## src/design/tlt_pkg.sv

```systemverilog
// ----------------------------------------------------------------------------
// tlt_pkg: shared constants and types for the thick-line quad expander
// Fixed field widths, vertex sequencing and corner lookup.
// ----------------------------------------------------------------------------
package tlt_pkg;

    // fixed field widths
    localparam int W_BITS     = 12;  // line width field
    localparam int COLOR_BITS = 32;
    localparam int ALPHA_BITS = 8;
    localparam int MAG_BITS   = 12;  // offset magnitude search steps
    localparam int NUM_VERTS  = 6;
    localparam int CNT_BITS   = 3;

    typedef logic [CNT_BITS-1:0] t_vcnt;
    localparam t_vcnt LAST_VERT = t_vcnt'(NUM_VERTS - 1);

    typedef enum logic [1:0] {
        C_P0 = 2'd0,
        C_P1 = 2'd1,
        C_P2 = 2'd2,
        C_P3 = 2'd3
    } t_corner;

    // triangle order p0,p1,p2,p0,p2,p3
    function automatic t_corner corner_of(input t_vcnt cnt);
        t_corner c;
        case (cnt)
            3'd0: c = C_P0;
            3'd1: c = C_P1;
            3'd2: c = C_P2;
            3'd3: c = C_P0;
            3'd4: c = C_P2;
            3'd5: c = C_P3;
            default: c = C_P0;
        endcase
        return c;
    endfunction

endpackage

```

## src/design/tlt_ifs.sv

```systemverilog


interface tlt_vtx_if import tlt_pkg::*; #(parameter int CB = 16) ();
    logic                    valid;
    logic                    ready;
    logic signed [CB-1:0]    vertex_x;
    logic signed [CB-1:0]    vertex_y;
    logic [COLOR_BITS-1:0]   vertex_color;
    logic                    last_vertex;

    modport source (output valid, vertex_x, vertex_y, vertex_color, last_vertex,
                    input ready);
    modport sink   (input valid, vertex_x, vertex_y, vertex_color, last_vertex,
                    output ready);
endinterface

```

## src/design/tlt_emit.sv

```systemverilog
// ----------------------------------------------------------------------------
// tlt_emit: corner build and vertex sequencer
// Saturated quad corners, then six vertex beats per segment.
// ----------------------------------------------------------------------------
module tlt_emit import tlt_pkg::*; #(
    parameter int CB = 16
) (
    input  logic                  i_clk,
    input  logic                  i_rst_n,
    input  logic                  i_valid,
    input  logic signed [CB-1:0]  i_x1,
    input  logic signed [CB-1:0]  i_y1,
    input  logic signed [CB-1:0]  i_x2,
    input  logic signed [CB-1:0]  i_y2,
    input  logic [COLOR_BITS-1:0] i_col,
    input  logic                  i_dy_pos,
    input  logic                  i_dx_neg,
    input  logic [MAG_BITS-1:0]   i_mx,
    input  logic [MAG_BITS-1:0]   i_my,
    output logic                  o_adv,
    tlt_vtx_if.source             o_vtx
);

    localparam int SW = CB + MAG_BITS + 2;
    localparam logic signed [SW-1:0] VMAX = {{(SW-CB+1){1'b0}}, {(CB-1){1'b1}}};
    localparam logic signed [SW-1:0] VMIN = ~VMAX;

    function automatic logic signed [CB-1:0] sat(input logic signed [SW-1:0] v);
        logic signed [SW-1:0] c;
        c = (v > VMAX) ? VMAX : ((v < VMIN) ? VMIN : v);
        return c[CB-1:0];
    endfunction

    logic signed [SW-1:0] nx, ny, x1e, y1e, x2e, y2e;
    logic                 take, em_load;

    // signed offsets
    always_comb begin
        nx  = i_dy_pos ? -SW'(i_my) : SW'(i_my);
        ny  = i_dx_neg ? -SW'(i_mx) : SW'(i_mx);
        x1e = SW'(i_x1);
        y1e = SW'(i_y1);
        x2e = SW'(i_x2);
        y2e = SW'(i_y2);
    end

    // corner stage
    logic                  r_vs_valid;
    logic signed [CB-1:0]  r_vs_x [4];
    logic signed [CB-1:0]  r_vs_y [4];
    logic [COLOR_BITS-1:0] r_vs_col;

    // sequencer holding registers
    logic                  r_em_valid;
    logic signed [CB-1:0]  r_em_x [4];
    logic signed [CB-1:0]  r_em_y [4];
    logic [COLOR_BITS-1:0] r_em_col;
    logic [CNT_BITS-1:0]   r_cnt;

    assign take    = o_vtx.valid && o_vtx.ready;
    assign em_load = !r_em_valid || (take && r_cnt == LAST_VERT);
    assign o_adv   = !r_vs_valid || em_load;

    always_ff @(posedge i_clk) begin
        if (!i_rst_n) begin
            r_vs_valid <= 1'b0;
        end else if (o_adv) begin
            r_vs_valid <= i_valid;
        end
        if (o_adv) begin
            r_vs_x[0] <= sat(x1e + nx);  r_vs_y[0] <= sat(y1e + ny);
            r_vs_x[1] <= sat(x2e + nx);  r_vs_y[1] <= sat(y2e + ny);
            r_vs_x[2] <= sat(x2e - nx);  r_vs_y[2] <= sat(y2e - ny);
            r_vs_x[3] <= sat(x1e - nx);  r_vs_y[3] <= sat(y1e - ny);
            r_vs_col  <= i_col;
        end
    end

    // one vertex beat per cycle while the output is ready, six per segment
    always_ff @(posedge i_clk) begin
        if (!i_rst_n) begin
            r_em_valid <= 1'b0;
            r_cnt      <= '0;
        end else if (em_load) begin
            r_em_valid <= r_vs_valid;
            r_cnt      <= '0;
        end else if (take) begin
            r_cnt <= r_cnt + 1'b1;
        end
        if (em_load) begin
            r_em_x   <= r_vs_x;
            r_em_y   <= r_vs_y;
            r_em_col <= r_vs_col;
        end
    end

    // corner select
    always_comb begin
        case (corner_of(r_cnt))
            C_P0:    begin o_vtx.vertex_x = r_em_x[0]; o_vtx.vertex_y = r_em_y[0]; end
            C_P1:    begin o_vtx.vertex_x = r_em_x[1]; o_vtx.vertex_y = r_em_y[1]; end
            C_P2:    begin o_vtx.vertex_x = r_em_x[2]; o_vtx.vertex_y = r_em_y[2]; end
            C_P3:    begin o_vtx.vertex_x = r_em_x[3]; o_vtx.vertex_y = r_em_y[3]; end
            default: begin o_vtx.vertex_x = r_em_x[0]; o_vtx.vertex_y = r_em_y[0]; end
        endcase
    end

    assign o_vtx.valid        = r_em_valid;
    assign o_vtx.vertex_color = r_em_col;
    assign o_vtx.last_vertex  = (r_cnt == LAST_VERT);

endmodule
```

## src/flat_wrapper.sv

```systemverilog
// flat-port wrapper written by rule: the top's interface ports become plain ports
module tlt_emit_flat import tlt_pkg::*;
#(
    parameter int CB = 16
)
  (i_clk, i_rst_n, i_valid, i_x1, i_y1, i_x2, i_y2, i_col, i_dy_pos, i_dx_neg, i_mx, i_my, o_adv, o_vtx_valid, o_vtx_vertex_x, o_vtx_vertex_y, o_vtx_vertex_color, o_vtx_last_vertex, o_vtx_ready);
  tlt_vtx_if #(.CB(CB)) o_vtx_i ();
  input  logic i_clk;
  input  logic i_rst_n;
  input  logic i_valid;
  input  logic signed [CB-1:0] i_x1;
  input  logic signed [CB-1:0] i_y1;
  input  logic signed [CB-1:0] i_x2;
  input  logic signed [CB-1:0] i_y2;
  input  logic [COLOR_BITS-1:0] i_col;
  input  logic i_dy_pos;
  input  logic i_dx_neg;
  input  logic [MAG_BITS-1:0] i_mx;
  input  logic [MAG_BITS-1:0] i_my;
  output logic o_adv;
  output wire logic [$bits(o_vtx_i.valid)-1:0] o_vtx_valid;
  output wire logic [$bits(o_vtx_i.vertex_x)-1:0] o_vtx_vertex_x;
  output wire logic [$bits(o_vtx_i.vertex_y)-1:0] o_vtx_vertex_y;
  output wire logic [$bits(o_vtx_i.vertex_color)-1:0] o_vtx_vertex_color;
  output wire logic [$bits(o_vtx_i.last_vertex)-1:0] o_vtx_last_vertex;
  input wire logic [$bits(o_vtx_i.ready)-1:0] o_vtx_ready;
  assign o_vtx_valid = o_vtx_i.valid;
  assign o_vtx_vertex_x = o_vtx_i.vertex_x;
  assign o_vtx_vertex_y = o_vtx_i.vertex_y;
  assign o_vtx_vertex_color = o_vtx_i.vertex_color;
  assign o_vtx_last_vertex = o_vtx_i.last_vertex;
  assign o_vtx_i.ready = o_vtx_ready;
  tlt_emit #(.CB(CB)) u_core (.i_clk(i_clk), .i_rst_n(i_rst_n), .i_valid(i_valid), .i_x1(i_x1), .i_y1(i_y1), .i_x2(i_x2), .i_y2(i_y2), .i_col(i_col), .i_dy_pos(i_dy_pos), .i_dx_neg(i_dx_neg), .i_mx(i_mx), .i_my(i_my), .o_adv(o_adv), .o_vtx(o_vtx_i));
endmodule
```

## config.mk

```make
export PLATFORM = sky130hd
export DESIGN_NAME = tlt_emit_flat
export DESIGN_NICKNAME = d
export VERILOG_FILES = /design/src/design/tlt_pkg.sv /design/src/design/tlt_ifs.sv /design/src/design/tlt_emit.sv /design/src/flat_wrapper.sv
export SDC_FILE = /design/constraint.sdc
export NUM_CORES = 1
export LEC_CHECK = 0
export BUFFER_PORTS_ARGS = -buffer_cell sky130_fd_sc_hd__buf_2
export CAP_MARGIN = 30
export CELL_PAD_IN_SITES_DETAIL_PLACEMENT = 0
export CELL_PAD_IN_SITES_GLOBAL_PLACEMENT = 1
export CORE_MARGIN = 2
export CORE_UTILIZATION = 40
export CTS_CLUSTER_DIAMETER = 60
export CTS_CLUSTER_SIZE = 8
export DETAILED_ROUTE_END_ITERATION = 10
export PLACE_DENSITY_LB_ADDON = 0.1
export SLEW_MARGIN = 20
export SYNTH_ARGS = -nofsm -noshare
export SYNTH_HDL_FRONTEND = slang
export SYNTH_SLANG_ARGS = --single-unit
```

## constraint.sdc

```tcl
create_clock -name i_clk -period 5.96 [get_ports i_clk]
set_input_delay 0.596 -clock i_clk [delete_from_list [all_inputs] [get_ports i_clk]]
set_output_delay 0.596 -clock i_clk [all_outputs]
set_load 0.05 [all_outputs]
```

==> results.md <==
- Max-cap violations: 0
- H-tree depth: 2
- Cell mode on critical path: buf_4
- Fraction of layout cells with a size suffix above 1: 0.1753
- Die area: 69,190 sq um
- Antenna violations before repair: 8
- Top Ports: 193
- Leakage: 0.01263 uW
- ANT nets after route: 0
- Wirelength per Cell: 23.68 um
- GR Overflow Total: 0
- Global-route wire length before repair: 142.1 mm
- CP arrival: 5800 ps
- Hold Crit Depth: 1
- Total track usage: 0.2656
- CP max-delay cell: or4_1
- Hold Vio Cnt, Final: 0
- Critical Path End Type: flop
- PostCTS Resize Cnt: 0
- CTS clk-pin slew, worst paths: 50 ps
- Input/output buffers: 192
- HP Class: in2reg
- Fmax achieved: 0.1815 GHz
- Post-synth EDFFs: 320
- Mapped Area: 26,840 sq um
- Number of global-route vias before repair: 22,660
- Crit start category: input pin
- FF-to-FF path depth: 8
- Crit share post-route: 0.9243
- Commonest cells after routing, fill and taps aside: 320 x edfxtp_1, 252 x ha_1, 215 x nor2_1, 204 x a21oi_1, 201 x o21ai_0
- Vias: 23,490
- Nets@finish: 3,488
- Pre-CTS WS: -49.84 ps
- Peak VDD IR: 0.2138 mV
- Post-CTS Hold Fix Bufs: 0
- Placer Congestion: 0.9359
- Worst Tran Pin Value: 954.2 ps
- CP max FO: 15
- Async S/R FF share, synth: 0
- Layout overhead on the synthesized area: 16.25%
- Netlist cell types: 117
- Slew Viols, Final: 0
- CP max stage delay: 620 ps
- 1st-iter DRT viols: 2,045
- TritonCTS Buffers: 48
- Dpl hpwl: 76.06 mm
- Syn_area_per_cell: 9.599 sq um
- Via/cell ratio: 5.892
- DR pass1 iterations: 5
- CTS max path bufs: 3
- Core area: 66,100 sq um
- Sink Count: 325
- Clock Skew: 37.67 ps
- Initial Util: 0.4061
- Power Density: 297.2 nW/um^2
- Fin crit period: 5509 ps
- Worst-Skew Late Latency: 590 ps
- Most common cell after layout, fill and taps aside: edfxtp_1
- Syn_nets: 3,183
- Worst hold slack: 178.0 ps
- CP Class: in2reg
- Status: finished clean
- Post-synthesis cell count: 2,796
- Unrepaired setup endpoints after global routing: no
- Clk root buf: clkbuf_16
- WP data required: 6250 ps
- CTS tree: yes
- Most used DFF post-synth: edfxtp_1
- Cell Chain, Critical Path: buf_2 -> or4_1 -> or4_1 -> nor3_1 -> ha_1 -> nand2_1 -> o21ai_0 -> buf_4 -> ha_1 -> nor2b_1 -> o31ai_1 -> a21o_1 -> nand4_1 -> a41oi_1 -> xnor2_1 -> a2111oi_0 -> buf_4 -> nand3_1 -> o41ai_2 -> buf_4 -> o21ai_0
- Core Util, Final: 0.4720
- Setup violations, final: 0
- Final wirelength: 94.40 mm
- Die width: 263.0 um
- # DRC: 0
- Post-CTS setup buffer count: 0
- Die Y: 263.0 um
- Post-synthesis sequential area ratio: 0.3618
- Pin count of the biggest net entering global routing: 111
- Yosys warns: 0
- Worst slew margin: 0.3582
- Final setup margin: 451.3 ps
- Site Rows: 94
- Post-synthesis register bit count: 325
## critical path, delay by kind of cell
kind,cells,cell delay [ps]
AO/OA/AOI/OAI,7,1910
XOR/XNOR,1,140
buffers and inverters,4,860
AND/OR/NAND/NOR,7,1710
adder cells (fa/ha/maj),2,570
## worst paths after layout
check                    start  slack (ps)                   to
max                    i_my[4]         450    u_core.r_vs_x[16]
min                  i_col[21]         180  u_core.r_vs_col[21]
max reg2reg    u_core.r_cnt[1]        2750    u_core.r_vs_x[38]
min reg2reg  u_core.r_vs_x[20]         390    u_core.r_em_x[20]
## cell families after synthesis
kind of cell / after synthesis / synth area share
flip-flops: 325 / 0.3618
buffers and inverters: 300 / 0.04825
multiplexers: 45 / 0.03179
AO/OA/AOI/OAI: 882 / 0.2221
AND/OR/NAND/NOR: 788 / 0.1485
adder cells (fa/ha/maj): 261 / 0.1239
XOR/XNOR: 195 / 0.06363
## cell usage after synthesis (all sizes together), types with 44 or more instances
cell,instances,share of area
edfxtp,320,0.36
o21bai,46,0.013
inv,177,0.025
nor3,63,0.012
clkbuf,66,0.0094
nor2,216,0.030
xnor2,152,0.050
nand2,166,0.023
nor2b,46,0.011
buf,56,0.014
a21oi,206,0.039
a21o,66,0.019
o21ai,230,0.043
nand3,54,0.010
ha,253,0.12
a211oi,44,0.012
## flip-flops by register name, summed over array words and instances (netlist names)
| register | flops |
|---|---|
| u_core.r_vs_valid | 1 |
| u_core.o_vtx.vertex_color | 32 |
| u_core.r_em_x | 64 |
| u_core.r_cnt | 3 |
| u_core.r_vs_col | 32 |
| u_core.r_vs_y | 64 |
| u_core.o_vtx.valid | 1 |
| u_core.r_vs_x | 64 |
| u_core.r_em_y | 64 |
## power by group
part / leakage, uW / internal (uW) / switching (uW) / total, uW
Combinational: 0.00873 / 1230 / 2150 / 3370
Sequential: 0.00325 / 3210 / 215 / 3430
Clock: 0.000653 / 1470 / 994 / 2470
## per-stage QoR
step	std cells	setup TNS, ps	total power, uW	cell area [sq um]
6_report	3987	0	9272	31200
5_1_grt	3987	0	9732	31200
4_1_cts	3984	0	9303	31170
3_5_place_dp	3914	-277.6	6796	29790
3_3_place_gp	3912	-1.232	6789	29740
2_1_floorplan	2796	0	5593	26840
## layer usage
layer / global-route usage / routed length [um] / vias up / part of all wire
met5: 0 / 13 / - / 0.00014
met4: 0.06347 / 2069 / 2 / 0.022
met3: 0.05107 / 6795 / 94 / 0.072
met2: 0.3877 / 39670 / 854 / 0.42
met1: 0.4016 / 45860 / 11490 / 0.49
li1: - / - / 11050 / -
## area by class of cell
cell class | count | area, sq um
Fill cell | 6337 | 34900
Tap cell | 864 | 1081
Antenna cell | 2 | 5.005
Multi-Input combinational cell | 2171 | 15870
Inverter | 178 | 673.1
Sequential cell | 325 | 9709
Clock buffer | 64 | 1261
Timing Repair Buffer | 377 | 2485
Clock inverter | 6 | 115.1
Power figures use the tool's default switching activity.
